--- src/hw/rtl/jlvs_pkg.sv ---
// Shared types, codes and fixed-point constants of the velocity shaper.
`default_nettype none
package jlvs_pkg;

  // Packed widths of the stream words.
  localparam int IN_W  = 312;
  localparam int OUT_W = 136;

  localparam int TICKS_W = 18;
  localparam logic [TICKS_W-1:0] TICKS_MAX    = 18'd262143;
  localparam logic [TICKS_W-1:0] MOTION_TICKS = 18'd150000;

  // Yaw unwrap constants in Q16.16.
  localparam logic signed [31:0] YAW_TOTAL_RESET  = 32'sd205887;
  localparam logic signed [18:0] YAW_BEFORE_RESET = 19'sd205887;
  localparam logic [19:0]        WRAP_JUMP        = 20'd196608;
  localparam logic signed [20:0] TWO_PI_Q         = 21'sd411775;

  // Configuration register indexes and reset values.
  localparam logic [2:0] CFG_TICK_PERIOD    = 3'd0;
  localparam logic [2:0] CFG_TICK_RATE      = 3'd1;
  localparam logic [2:0] CFG_LIN_VEL_LIMIT  = 3'd2;
  localparam logic [2:0] CFG_LIN_ACC_LIMIT  = 3'd3;
  localparam logic [2:0] CFG_LIN_JERK_LIMIT = 3'd4;
  localparam logic [2:0] CFG_ANG_VEL_LIMIT  = 3'd5;
  localparam logic [2:0] CFG_ANG_ACC_LIMIT  = 3'd6;
  localparam logic [2:0] CFG_ANG_JERK_LIMIT = 3'd7;

  localparam logic [23:0] TICK_PERIOD_RESET    = 24'd16777;
  localparam logic [15:0] TICK_RATE_RESET      = 16'd1000;
  localparam logic [30:0] LIN_VEL_LIMIT_RESET  = 31'd111411;
  localparam logic [30:0] LIN_ACC_LIMIT_RESET  = 31'd85197;
  localparam logic [30:0] LIN_JERK_LIMIT_RESET = 31'd42598400;
  localparam logic [30:0] ANG_VEL_LIMIT_RESET  = 31'd163840;
  localparam logic [30:0] ANG_ACC_LIMIT_RESET  = 31'd163840;
  localparam logic [30:0] ANG_JERK_LIMIT_RESET = 31'd81920000;

  // Datapath operations.
  localparam logic [3:0] OP_IDLE  = 4'd0;
  localparam logic [3:0] OP_LOAD  = 4'd1;
  localparam logic [3:0] OP_YAW1  = 4'd2;
  localparam logic [3:0] OP_YAW2  = 4'd3;
  localparam logic [3:0] OP_YERR  = 4'd4;
  localparam logic [3:0] OP_DIFF  = 4'd5;
  localparam logic [3:0] OP_MRATE = 4'd6;
  localparam logic [3:0] OP_MSTEP = 4'd7;
  localparam logic [3:0] OP_STEP  = 4'd8;
  localparam logic [3:0] OP_RAMP  = 4'd9;
  localparam logic [3:0] OP_MDT   = 4'd10;
  localparam logic [3:0] OP_ROUND = 4'd11;
  localparam logic [3:0] OP_ACC   = 4'd12;
  localparam logic [3:0] OP_OUT   = 4'd13;

  // Axis codes.
  localparam logic [1:0] AXIS_X = 2'd0;
  localparam logic [1:0] AXIS_Y = 2'd1;
  localparam logic [1:0] AXIS_W = 2'd2;

  typedef struct packed {
    logic [3:0] op;
    logic [1:0] axis;
  } jlvs_cmd_t;

endpackage
`default_nettype wire

--- src/hw/rtl/jerk_limited_velocity_shaper_core.sv ---
// An accepted input word goes through the yaw unwrap steps (YAW1, YAW2, YERR) and
// then DIFF to ACC for each axis; the single shared multiplier runs three products
// for each of the x, y and yaw axes in turn. Only one word is worked on at a time.
// A new input word is taken while the previous output word still waits.
// Reset (rst, synchronous) restores all configuration registers to their
// defaults, yaw state to pi, the tick count to zero and empties the output.
`default_nettype none
module jerk_limited_velocity_shaper_core import jlvs_pkg::*; (
  input  wire logic              clk,
  input  wire logic              rst,
  input  wire logic              cfg_write,
  input  wire logic [2:0]        cfg_addr,
  input  wire logic [30:0]       cfg_data,
  input  wire logic              s_tvalid,
  output logic                   s_tready,
  // want_vx, want_vy, want_yaw, meas_yaw[18:0], meas_vx, meas_vy, meas_wz,
  // meas_ax, meas_ay, meas_awz, zero fill
  input  wire logic [IN_W-1:0]   s_tdata,
  output logic                   m_tvalid,
  input  wire logic              m_tready,
  // out_vx, out_vy, out_wz, unwrapped_yaw, motion_done, zero fill
  output logic [OUT_W-1:0]       m_tdata
);

  jlvs_cmd_t cmd;

  jlvs_ctrl u_ctrl (
    .clk      (clk),
    .rst      (rst),
    .s_tvalid (s_tvalid),
    .s_tready (s_tready),
    .m_tvalid (m_tvalid),
    .m_tready (m_tready),
    .cmd      (cmd)
  );

  jlvs_datapath u_datapath (
    .clk       (clk),
    .rst       (rst),
    .cfg_write (cfg_write),
    .cfg_addr  (cfg_addr),
    .cfg_data  (cfg_data),
    .in_data   (s_tdata),
    .cmd       (cmd),
    .out_data  (m_tdata)
  );

`ifndef SYNTHESIS
  // Only one word is worked on at a time.
  assert property (@(posedge clk) disable iff (rst)
    (s_tvalid && s_tready) |=> !s_tready)
    else $error("input taken while a word is in progress");

  // Input is latched only on a real handshake.
  assert property (@(posedge clk) disable iff (rst)
    (cmd.op == OP_LOAD) |-> (s_tvalid && s_tready))
    else $error("input latched without handshake");

  // Loading the output register always presents a word.
  assert property (@(posedge clk) disable iff (rst)
    (cmd.op == OP_OUT) |=> m_tvalid)
    else $error("output word lost");

  // A pending output word is never overwritten.
  assert property (@(posedge clk) disable iff (rst)
    (cmd.op == OP_OUT) |-> (!m_tvalid || m_tready))
    else $error("output register overwritten");
`endif

endmodule
`default_nettype wire

--- src/hw/rtl/jlvs_ctrl.sv ---
// Sequencer that steps the datapath through the yaw unwrap and the three axes.
`default_nettype none
module jlvs_ctrl import jlvs_pkg::*; (
  input  wire logic      clk,
  input  wire logic      rst,
  input  wire logic      s_tvalid,
  output logic           s_tready,
  output logic           m_tvalid,
  input  wire logic      m_tready,
  output jlvs_cmd_t      cmd
);

  localparam logic [3:0] ST_IDLE  = 4'd0;
  localparam logic [3:0] ST_YAW1  = 4'd1;
  localparam logic [3:0] ST_YAW2  = 4'd2;
  localparam logic [3:0] ST_YERR  = 4'd3;
  localparam logic [3:0] ST_DIFF  = 4'd4;
  localparam logic [3:0] ST_MRATE = 4'd5;
  localparam logic [3:0] ST_MSTEP = 4'd6;
  localparam logic [3:0] ST_STEP  = 4'd7;
  localparam logic [3:0] ST_RAMP  = 4'd8;
  localparam logic [3:0] ST_MDT   = 4'd9;
  localparam logic [3:0] ST_ROUND = 4'd10;
  localparam logic [3:0] ST_ACC   = 4'd11;
  localparam logic [3:0] ST_OUT   = 4'd12;

  logic [3:0] state, state_next;
  logic [1:0] axis, axis_next;
  logic       out_free;

  assign s_tready = (state == ST_IDLE);
  assign out_free = !m_tvalid || m_tready;

  always_comb begin
    state_next = state;
    axis_next  = axis;
    cmd.axis   = axis;
    cmd.op     = OP_IDLE;
    case (state)
      ST_IDLE: begin
        if (s_tvalid) begin
          cmd.op     = OP_LOAD;
          state_next = ST_YAW1;
          axis_next  = AXIS_X;
        end
      end
      ST_YAW1:  begin cmd.op = OP_YAW1;  state_next = ST_YAW2;  end
      ST_YAW2:  begin cmd.op = OP_YAW2;  state_next = ST_YERR;  end
      ST_YERR:  begin cmd.op = OP_YERR;  state_next = ST_DIFF;  end
      ST_DIFF:  begin cmd.op = OP_DIFF;  state_next = ST_MRATE; end
      ST_MRATE: begin cmd.op = OP_MRATE; state_next = ST_MSTEP; end
      ST_MSTEP: begin cmd.op = OP_MSTEP; state_next = ST_STEP;  end
      ST_STEP:  begin cmd.op = OP_STEP;  state_next = ST_RAMP;  end
      ST_RAMP:  begin cmd.op = OP_RAMP;  state_next = ST_MDT;   end
      ST_MDT:   begin cmd.op = OP_MDT;   state_next = ST_ROUND; end
      ST_ROUND: begin cmd.op = OP_ROUND; state_next = ST_ACC;   end
      ST_ACC: begin
        cmd.op = OP_ACC;
        if (axis == AXIS_W) begin
          state_next = ST_OUT;
        end else begin
          axis_next  = axis + 2'd1;
          state_next = ST_DIFF;
        end
      end
      ST_OUT: begin
        // The results wait here until the output register has room.
        if (out_free) begin
          cmd.op     = OP_OUT;
          state_next = ST_IDLE;
        end
      end
      default: state_next = ST_IDLE;
    endcase
  end

  always_ff @(posedge clk) begin
    if (rst) begin
      state    <= ST_IDLE;
      axis     <= AXIS_X;
      m_tvalid <= 1'b0;
    end else begin
      state <= state_next;
      axis  <= axis_next;
      if (cmd.op == OP_OUT) begin
        m_tvalid <= 1'b1;
      end else if (m_tready) begin
        m_tvalid <= 1'b0;
      end
    end
  end

endmodule
`default_nettype wire

--- src/hw/rtl/jlvs_datapath.sv ---
// Registers, yaw unwrap logic and the shared multiplier of the velocity shaper.
`default_nettype none
module jlvs_datapath import jlvs_pkg::*; (
  input  wire logic             clk,
  input  wire logic             rst,
  input  wire logic             cfg_write,
  input  wire logic [2:0]       cfg_addr,
  input  wire logic [30:0]      cfg_data,
  input  wire logic [IN_W-1:0]  in_data,
  input  wire jlvs_cmd_t        cmd,
  output logic [OUT_W-1:0]      out_data
);

  function automatic logic signed [31:0] sat32(input logic signed [34:0] v);
    logic signed [31:0] r;
    if (v > 35'sd2147483647) begin
      r = 32'sh7fffffff;
    end else if (v < -35'sd2147483648) begin
      r = 32'sh80000000;
    end else begin
      r = v[31:0];
    end
    return r;
  endfunction

  // Configuration.
  logic [23:0] tick_period;
  logic [15:0] tick_rate;
  logic [30:0] lin_vel_limit, lin_acc_limit, lin_jerk_limit;
  logic [30:0] ang_vel_limit, ang_acc_limit, ang_jerk_limit;

  // Tick state.
  logic signed [31:0]  yaw_total;
  logic signed [18:0]  yaw_before;
  logic [TICKS_W-1:0]  elapsed;

  // Latched input word.
  logic signed [31:0] want_vx, want_vy, want_yaw, meas_vx, meas_vy, meas_wz;
  logic signed [31:0] meas_ax, meas_ay, meas_awz;
  logic signed [18:0] meas_yaw;

  // Working registers.
  logic signed [19:0] ydiff;
  logic               wrap_up, wrap_dn;
  logic signed [32:0] want_w;
  logic signed [33:0] d_r;
  logic signed [58:0] prod;
  logic signed [31:0] ta;
  logic [30:0]        step_r;
  logic signed [33:0] diff_r;
  logic               a_neg;
  logic [32:0]        a_mag;
  logic signed [33:0] r_s;
  logic signed [31:0] res_vx, res_vy, res_wz;

  // Axis selection.
  logic signed [33:0] want_sel;
  logic signed [31:0] mv_sel, ma_sel;
  logic [30:0]        vlim_sel, alim_sel, jlim_sel;

  always_comb begin
    case (cmd.axis)
      AXIS_X: begin
        want_sel = {{2{want_vx[31]}}, want_vx};
        mv_sel   = meas_vx;
        ma_sel   = meas_ax;
        vlim_sel = lin_vel_limit;
        alim_sel = lin_acc_limit;
        jlim_sel = lin_jerk_limit;
      end
      AXIS_Y: begin
        want_sel = {{2{want_vy[31]}}, want_vy};
        mv_sel   = meas_vy;
        ma_sel   = meas_ay;
        vlim_sel = lin_vel_limit;
        alim_sel = lin_acc_limit;
        jlim_sel = lin_jerk_limit;
      end
      default: begin
        want_sel = {want_w[32], want_w};
        mv_sel   = meas_wz;
        ma_sel   = meas_awz;
        vlim_sel = ang_vel_limit;
        alim_sel = ang_acc_limit;
        jlim_sel = ang_jerk_limit;
      end
    endcase
  end

  // Velocity clamp and velocity error.
  logic signed [33:0] vlim_s, tv, d_next, mv_ext, ma_ext, ta_ext;

  assign vlim_s = $signed({3'b000, vlim_sel});
  assign mv_ext = {{2{mv_sel[31]}}, mv_sel};
  assign ma_ext = {{2{ma_sel[31]}}, ma_sel};
  assign ta_ext = {{2{ta[31]}}, ta};

  always_comb begin
    if (want_sel > vlim_s) begin
      tv = vlim_s;
    end else if (want_sel < -vlim_s) begin
      tv = -vlim_s;
    end else begin
      tv = want_sel;
    end
  end
  assign d_next = tv - mv_ext;

  // Shared multiplier: velocity error times rate, jerk times period, accel times period.
  logic signed [33:0] mul_a;
  logic signed [24:0] mul_b;
  logic signed [58:0] mul_p;

  always_comb begin
    case (cmd.op)
      OP_MRATE: begin
        mul_a = d_r;
        mul_b = $signed({9'd0, tick_rate});
      end
      OP_MSTEP: begin
        mul_a = $signed({3'b000, jlim_sel});
        mul_b = $signed({1'b0, tick_period});
      end
      default: begin
        mul_a = $signed({1'b0, a_mag});
        mul_b = $signed({1'b0, tick_period});
      end
    endcase
  end
  assign mul_p = mul_a * mul_b;

  // Acceleration clamp on the rate product.
  logic signed [58:0] alim_p;
  logic signed [31:0] ta_next;

  assign alim_p = $signed({28'd0, alim_sel});
  always_comb begin
    if (prod > alim_p) begin
      ta_next = $signed({1'b0, alim_sel});
    end else if (prod < -alim_p) begin
      ta_next = -$signed({1'b0, alim_sel});
    end else begin
      ta_next = prod[31:0];
    end
  end

  // Round to nearest on the Q0.24 period; products here are never negative.
  logic signed [58:0] rnd_sum;
  assign rnd_sum = prod + 59'sd8388608;

  // Jerk ramp.
  logic [33:0]        diff_mag, step_ext;
  logic               over;
  logic signed [33:0] a_ramp, a_abs;

  assign diff_mag = diff_r[33] ? 34'(-diff_r) : 34'(diff_r);
  assign step_ext = {3'b000, step_r};
  assign over     = diff_mag > step_ext;

  always_comb begin
    if (!over) begin
      a_ramp = ta_ext;
    end else if (diff_r[33]) begin
      a_ramp = ma_ext - $signed(step_ext);
    end else begin
      a_ramp = ma_ext + $signed(step_ext);
    end
  end
  assign a_abs = a_ramp[33] ? -a_ramp : a_ramp;

  // Velocity update.
  logic signed [33:0] rr_s;
  logic signed [34:0] acc_sum;
  logic signed [31:0] acc_sat;

  assign rr_s    = $signed({1'b0, rnd_sum[56:24]});
  assign acc_sum = {{3{mv_sel[31]}}, mv_sel} + {r_s[33], r_s};
  assign acc_sat = sat32(acc_sum);

  // Yaw unwrap.
  logic [19:0]        jump;
  logic signed [20:0] delta;
  logic signed [34:0] yaw_sum;

  assign jump = ydiff[19] ? 20'(-ydiff) : 20'(ydiff);
  always_comb begin
    if (wrap_up && (jump > WRAP_JUMP)) begin
      delta = -{ydiff[19], ydiff} + TWO_PI_Q;
    end else if (wrap_dn && (jump > WRAP_JUMP)) begin
      delta = -{ydiff[19], ydiff} - TWO_PI_Q;
    end else begin
      delta = -{ydiff[19], ydiff};
    end
  end
  assign yaw_sum = {{3{yaw_total[31]}}, yaw_total} + {{14{delta[20]}}, delta};

  logic done;
  assign done = (elapsed >= MOTION_TICKS);

  // Configuration and tick state.
  always_ff @(posedge clk) begin
    if (rst) begin
      tick_period    <= TICK_PERIOD_RESET;
      tick_rate      <= TICK_RATE_RESET;
      lin_vel_limit  <= LIN_VEL_LIMIT_RESET;
      lin_acc_limit  <= LIN_ACC_LIMIT_RESET;
      lin_jerk_limit <= LIN_JERK_LIMIT_RESET;
      ang_vel_limit  <= ANG_VEL_LIMIT_RESET;
      ang_acc_limit  <= ANG_ACC_LIMIT_RESET;
      ang_jerk_limit <= ANG_JERK_LIMIT_RESET;
      yaw_total      <= YAW_TOTAL_RESET;
      yaw_before     <= YAW_BEFORE_RESET;
      elapsed        <= '0;
    end else begin
      if (cfg_write) begin
        case (cfg_addr)
          CFG_TICK_PERIOD:    tick_period    <= cfg_data[23:0];
          CFG_TICK_RATE:      tick_rate      <= cfg_data[15:0];
          CFG_LIN_VEL_LIMIT:  lin_vel_limit  <= cfg_data;
          CFG_LIN_ACC_LIMIT:  lin_acc_limit  <= cfg_data;
          CFG_LIN_JERK_LIMIT: lin_jerk_limit <= cfg_data;
          CFG_ANG_VEL_LIMIT:  ang_vel_limit  <= cfg_data;
          CFG_ANG_ACC_LIMIT:  ang_acc_limit  <= cfg_data;
          CFG_ANG_JERK_LIMIT: ang_jerk_limit <= cfg_data;
          default: ;
        endcase
      end
      if (cmd.op == OP_YAW2) begin
        yaw_total  <= sat32(yaw_sum);
        yaw_before <= meas_yaw;
        if (elapsed != TICKS_MAX) begin
          elapsed <= elapsed + 18'd1;
        end
      end
    end
  end

  // Payload registers.
  always_ff @(posedge clk) begin
    case (cmd.op)
      OP_LOAD: begin
        want_vx  <= in_data[31:0];
        want_vy  <= in_data[63:32];
        want_yaw <= in_data[95:64];
        meas_yaw <= in_data[114:96];
        meas_vx  <= in_data[146:115];
        meas_vy  <= in_data[178:147];
        meas_wz  <= in_data[210:179];
        meas_ax  <= in_data[242:211];
        meas_ay  <= in_data[274:243];
        meas_awz <= in_data[306:275];
      end
      OP_YAW1: begin
        ydiff   <= {yaw_before[18], yaw_before} - {meas_yaw[18], meas_yaw};
        wrap_up <= (yaw_before > 19'sd0) && meas_yaw[18];
        wrap_dn <= yaw_before[18] && (meas_yaw > 19'sd0);
      end
      OP_YERR:  want_w <= {want_yaw[31], want_yaw} - {yaw_total[31], yaw_total};
      OP_DIFF:  d_r <= d_next;
      OP_MRATE: prod <= mul_p;
      OP_MSTEP: begin
        ta   <= ta_next;
        prod <= mul_p;
      end
      OP_STEP: begin
        step_r <= rnd_sum[54:24];
        diff_r <= ta_ext - ma_ext;
      end
      OP_RAMP: begin
        a_neg <= a_ramp[33];
        a_mag <= a_abs[32:0];
      end
      OP_MDT:   prod <= mul_p;
      OP_ROUND: r_s <= a_neg ? -rr_s : rr_s;
      OP_ACC: begin
        case (cmd.axis)
          AXIS_X:  res_vx <= acc_sat;
          AXIS_Y:  res_vy <= acc_sat;
          default: res_wz <= acc_sat;
        endcase
      end
      OP_OUT: out_data <= {7'd0, done, yaw_total, res_wz, res_vy, res_vx};
      default: ;
    endcase
  end

endmodule
`default_nettype wire

--- config.mk ---
export PLATFORM = sky130hd
export DESIGN_NAME = jerk_limited_velocity_shaper_core
export DESIGN_NICKNAME = d
export VERILOG_FILES = /design/src/hw/rtl/jlvs_pkg.sv /design/src/hw/rtl/jerk_limited_velocity_shaper_core.sv /design/src/hw/rtl/jlvs_ctrl.sv /design/src/hw/rtl/jlvs_datapath.sv
export SDC_FILE = /design/constraint.sdc
export NUM_CORES = 2
export LEC_CHECK = 0
export BUFFER_PORTS_ARGS = -buffer_cell sky130_fd_sc_hd__buf_2
export CAP_MARGIN = 25
export CORE_MARGIN = 8
export CORE_UTILIZATION = 30
export DETAILED_ROUTE_END_ITERATION = 8
export GPL_ROUTABILITY_DRIVEN = 0
export GPL_TIMING_DRIVEN = 0
export PLACE_DENSITY_LB_ADDON = 0.2
export SLEW_MARGIN = 20
export SYNTH_ARGS = -nofsm -noshare
export SYNTH_HDL_FRONTEND = slang
export SYNTH_SLANG_ARGS = --single-unit
export TNS_END_PERCENT = 1
--- constraint.sdc ---
create_clock -name clk -period 40.7 [get_ports clk]
set_input_delay 10.175 -clock clk [delete_from_list [all_inputs] [get_ports clk]]
set_output_delay 10.175 -clock clk [all_outputs]
set_load 0.01 [all_outputs]
==> results by group <==
Placement
  • Post-DP HPWL: approximately 300,000 µm
  • Port Buf Inserts: around 460
  • Post-DP Area: 0.101 mm²

CTS
  • Max clock buf depth: 3
  • CTS Buf Count: about 120
  • CTS tree: built
  • Root buffer cell: clkbuf_16
  • Num Clock Sinks: approximately 1.1k
  • Postcts setup bufs: 0
  • Post-CTS resize count: 0
  • Htree depth: 3
  • Worst-skew pair later-pin latency: approximately 780 ps
  • Post-cts hold buffer count: 0
  • Clk slew on worst S/H paths: roughly 70 ps

Pwr
  • Power per cell area: just over 40 mW/mm²
  • P_sw: 1.66 mW
  • Max rail drop VDD: around 0.000047 V
  • Switching Share: 38.8%
  • Clock share of power: ~26%
  • P_leak: approximately 45 nW
  • Int Pwr: 2.61 mW
  • Register share of total power: around 33%
  • Gate power share: between 40% and 50%

Route
  • TritonRoute pass-1 iters: 6
  • Vias per cell: between 5 and 6
  • Post-DRT Antenna Nets: 0
  • Initial DRC count: slightly below 7k
  • Routed len/inst: between 20 and 25 µm
  • Via count: 75.3k
  • Final WL: between 300,000 and 400,000 µm
  • # DRC: 0

Critical path
  • Critical path's slowest cell: clkbuf_1
  • Worst path bufs/invs: 9
  • Crit. End Element: register
  • CP Data Arrival Time: 22,690 ps
  • Slowest stage delay, CP: between 700 and 800 ps
  • CP Launch Type: input port
  • Worst Path Required: 41,160 ps
  • Cell repeated most along the worst path: fa_1
  • WS Path Type: in -> reg
  • Critical-path maximum fanout: 10
  • Crit path max-delay family: adder cells

STA
  • Achievable Freq: 45.0 MHz
  • Worst-Margin Slew: 1220 ps
  • Final Setup Violations: 0
  • Worst slew margin: roughly 16%
  • Unrepaired setup endpoints after global routing: false
  • Slew Limit Fails: 0
  • Final hold violations: 0
  • WHS: around 420 ps
  • Setup TNS: 0 ps
  • Period utilization: a little over half
  • Skew final: roughly 45 ps
  • Final min period: approximately 22,000 ps

Yosys
  • Largest cells by area after synthesis: edfxtp_1 (27%), fa_1 (18%), ha_1 (7.8%), dfxtp_1 (6.5%), nand2_1 (5.1%)
  • Cell Area, Synth: around 0.093 mm²
  • Area share of the largest cell type after synthesis: a little over a quarter
  • Mapped Cells: 9,569
  • Main synth FF type: edfxtp_1
  • Async S/R FF share, synth: 0%
  • YS warnings: 0
  • Distinct cells, synth: ~120
  • FF+latch count, synth: ~1.1k
  • Area leader, netlist: edfxtp_1
  • Post-synth EDFFs: around 840
  • Avg Inst Size Synth: around 9.7 µm²
  • Post-synthesis sequential area ratio: about a third

GRT
  • Largest net degree at the start of global routing: 60
  • Initial antenna violation count: between 50 and 60
  • GRT Total Usage: between 20 and 25%
  • First-pass GRT wire length: 519,000 µm
  • Vias in the first global route: about 76k
  • GRT overflow: 0

Floorplanning
  • DIE HEIGHT: ~570 µm
  • Initial core utilization: around 30%
  • Die ar.: about 0.33 mm²
  • Core area: about 0.31 mm²
  • Die Width: 571 µm
  • Site Rows: 204
  • I/O pin cnt: ~490

Finish
  • Nets@finish: around 12k
  • Fin area: ~0.11 mm²
  • Area delta synth->final: 13.7%
  • Multi-input logic area: around 0.055 mm²
  • Sequential cell area: roughly 0.031 mm²
  • Layout cell share with drive strength beyond 1: a little under a tenth
  • Filler Cell Count: ~32k

Run status
  • Status: finished, final reports clean

Worst hold path
  • HP Class: reg -> reg

Run
  • Max cap viols: 0
-- kinds of logic (layout without fill, tap and decap cells) --
family | Yosys count | after routing | share of synthesized area (%)
flops | 1146 | 1146 | 33.9
compound gates | 1757 | 1757 | 12.2
buf+inv | 1596 | 2358 | 6.63
fa+ha+maj | 1432 | 1432 | 26.1
xor+xnor | 479 | 479 | 4.55
simple gates | 2993 | 2993 | 14.7
mux | 164 | 164 | 1.79
other cells | 2 | 50 | 0.00812
-- cells in the final DEF (no fill, tap or decap), drive strengths merged, types with 297 or more instances in the layout --
master  instances
fa            838
xnor2         344
o21ai         297
clkbuf        480
nand2        1260
edfxtp        844
ha            574
dfxtp         302
buf           612
nor2          795
inv          1207
a21oi         560
-- layer usage --
layer  vias up  share of wire [%]  track usage, %  wire [µm]
li1      33743                  -               -          -
met1     37823                 42            28.6     152000
met2      3060                 45            34.2     162000
met3       642                7.4            3.49      26700
met4        20                5.2            9.60      18800
met5         -              0.033               0        119
-- stage by stage --
stage	utilization (%)	power (mW)	setup WS (ps)	cells
floorplan	-	2.58	17390	9591
global placement	32.5	3.16	8550	14168
detailed placement	32.9	3.17	17600	14249
CTS	34.1	4.27	18410	14466
global route	34.2	4.49	18230	14489
finish	34.2	4.26	18470	14499
-- sequential cells by signal (all words and copies together) (netlist names), 33 cells and up --
name and flops:
u_datapath.d_r 34, u_datapath.want_w 33, u_datapath.a_mag 33, u_datapath.diff_r 33, u_datapath.prod 59, u_datapath.r_s 34, u_datapath.out_data 129
-- worst paths after layout --
path / start / endpoint / slack, ps / cells past startpoint
hold / removal: u_datapath.res_wz[24]$_DFFE_PP_ / u_datapath.out_data[88]$_DFFE_PP_ / 420 / 0
setup / recovery: m_tready / u_datapath.prod[52]$_DFFE_PP_ / 18470 / 34
setup reg to reg: u_ctrl.axis[0]$_SDFFE_PP0P_ / u_datapath.prod[56]$_DFFE_PP_ / 26390 / 38
hold reg to reg: u_datapath.res_wz[24]$_DFFE_PP_ / u_datapath.out_data[88]$_DFFE_PP_ / 420 / 0
-- cells in the mapped netlist (57+ instances only) --
master,number
clkbuf_1,316
xnor2_1,342
and3_1,66
xor2_1,135
nand2_1,1260
a211oi_1,68
nand3b_1,57
nor2_1,793
edfxtp_1,844
nand4_1,78
a21o_1,221
dfxtp_1,302
a31oi_1,92
nor3_1,123
inv_1,1194
fa_1,838
nand2b_1,92
a21oi_1,559
o21ai_0,262
nand3_1,133
nor2b_1,109
a22o_1,69
ha_1,574
o21a_1,65
mux2i_1,153
-- power groups by stage --
stage	sequential, mW	combinational (mW)	clock, mW
after floorplan	1.42	1.16	0
after global placement	1.44	1.72	0
after detailed placement	1.43	1.74	0
after CTS	1.40	1.75	1.12
after global routing	1.40	1.93	1.16
final	1.40	1.77	1.09
-- layout make-up --
| class | instances | share of cell area [%] |
|---|---|---|
| inverter | 1196 | 4.27 |
| tap | 4120 | 4.90 |
| buffer | 400 | 1.57 |
| clock inverter | 70 | 0.640 |
| multi-input combinational | 6849 | 52.6 |
| antenna | 26 | 0.0618 |
| sequential | 1146 | 29.8 |
| clock buffer | 147 | 2.97 |
| timing repair buffer | 545 | 3.16 |
(Power assumes the default switching activity.)
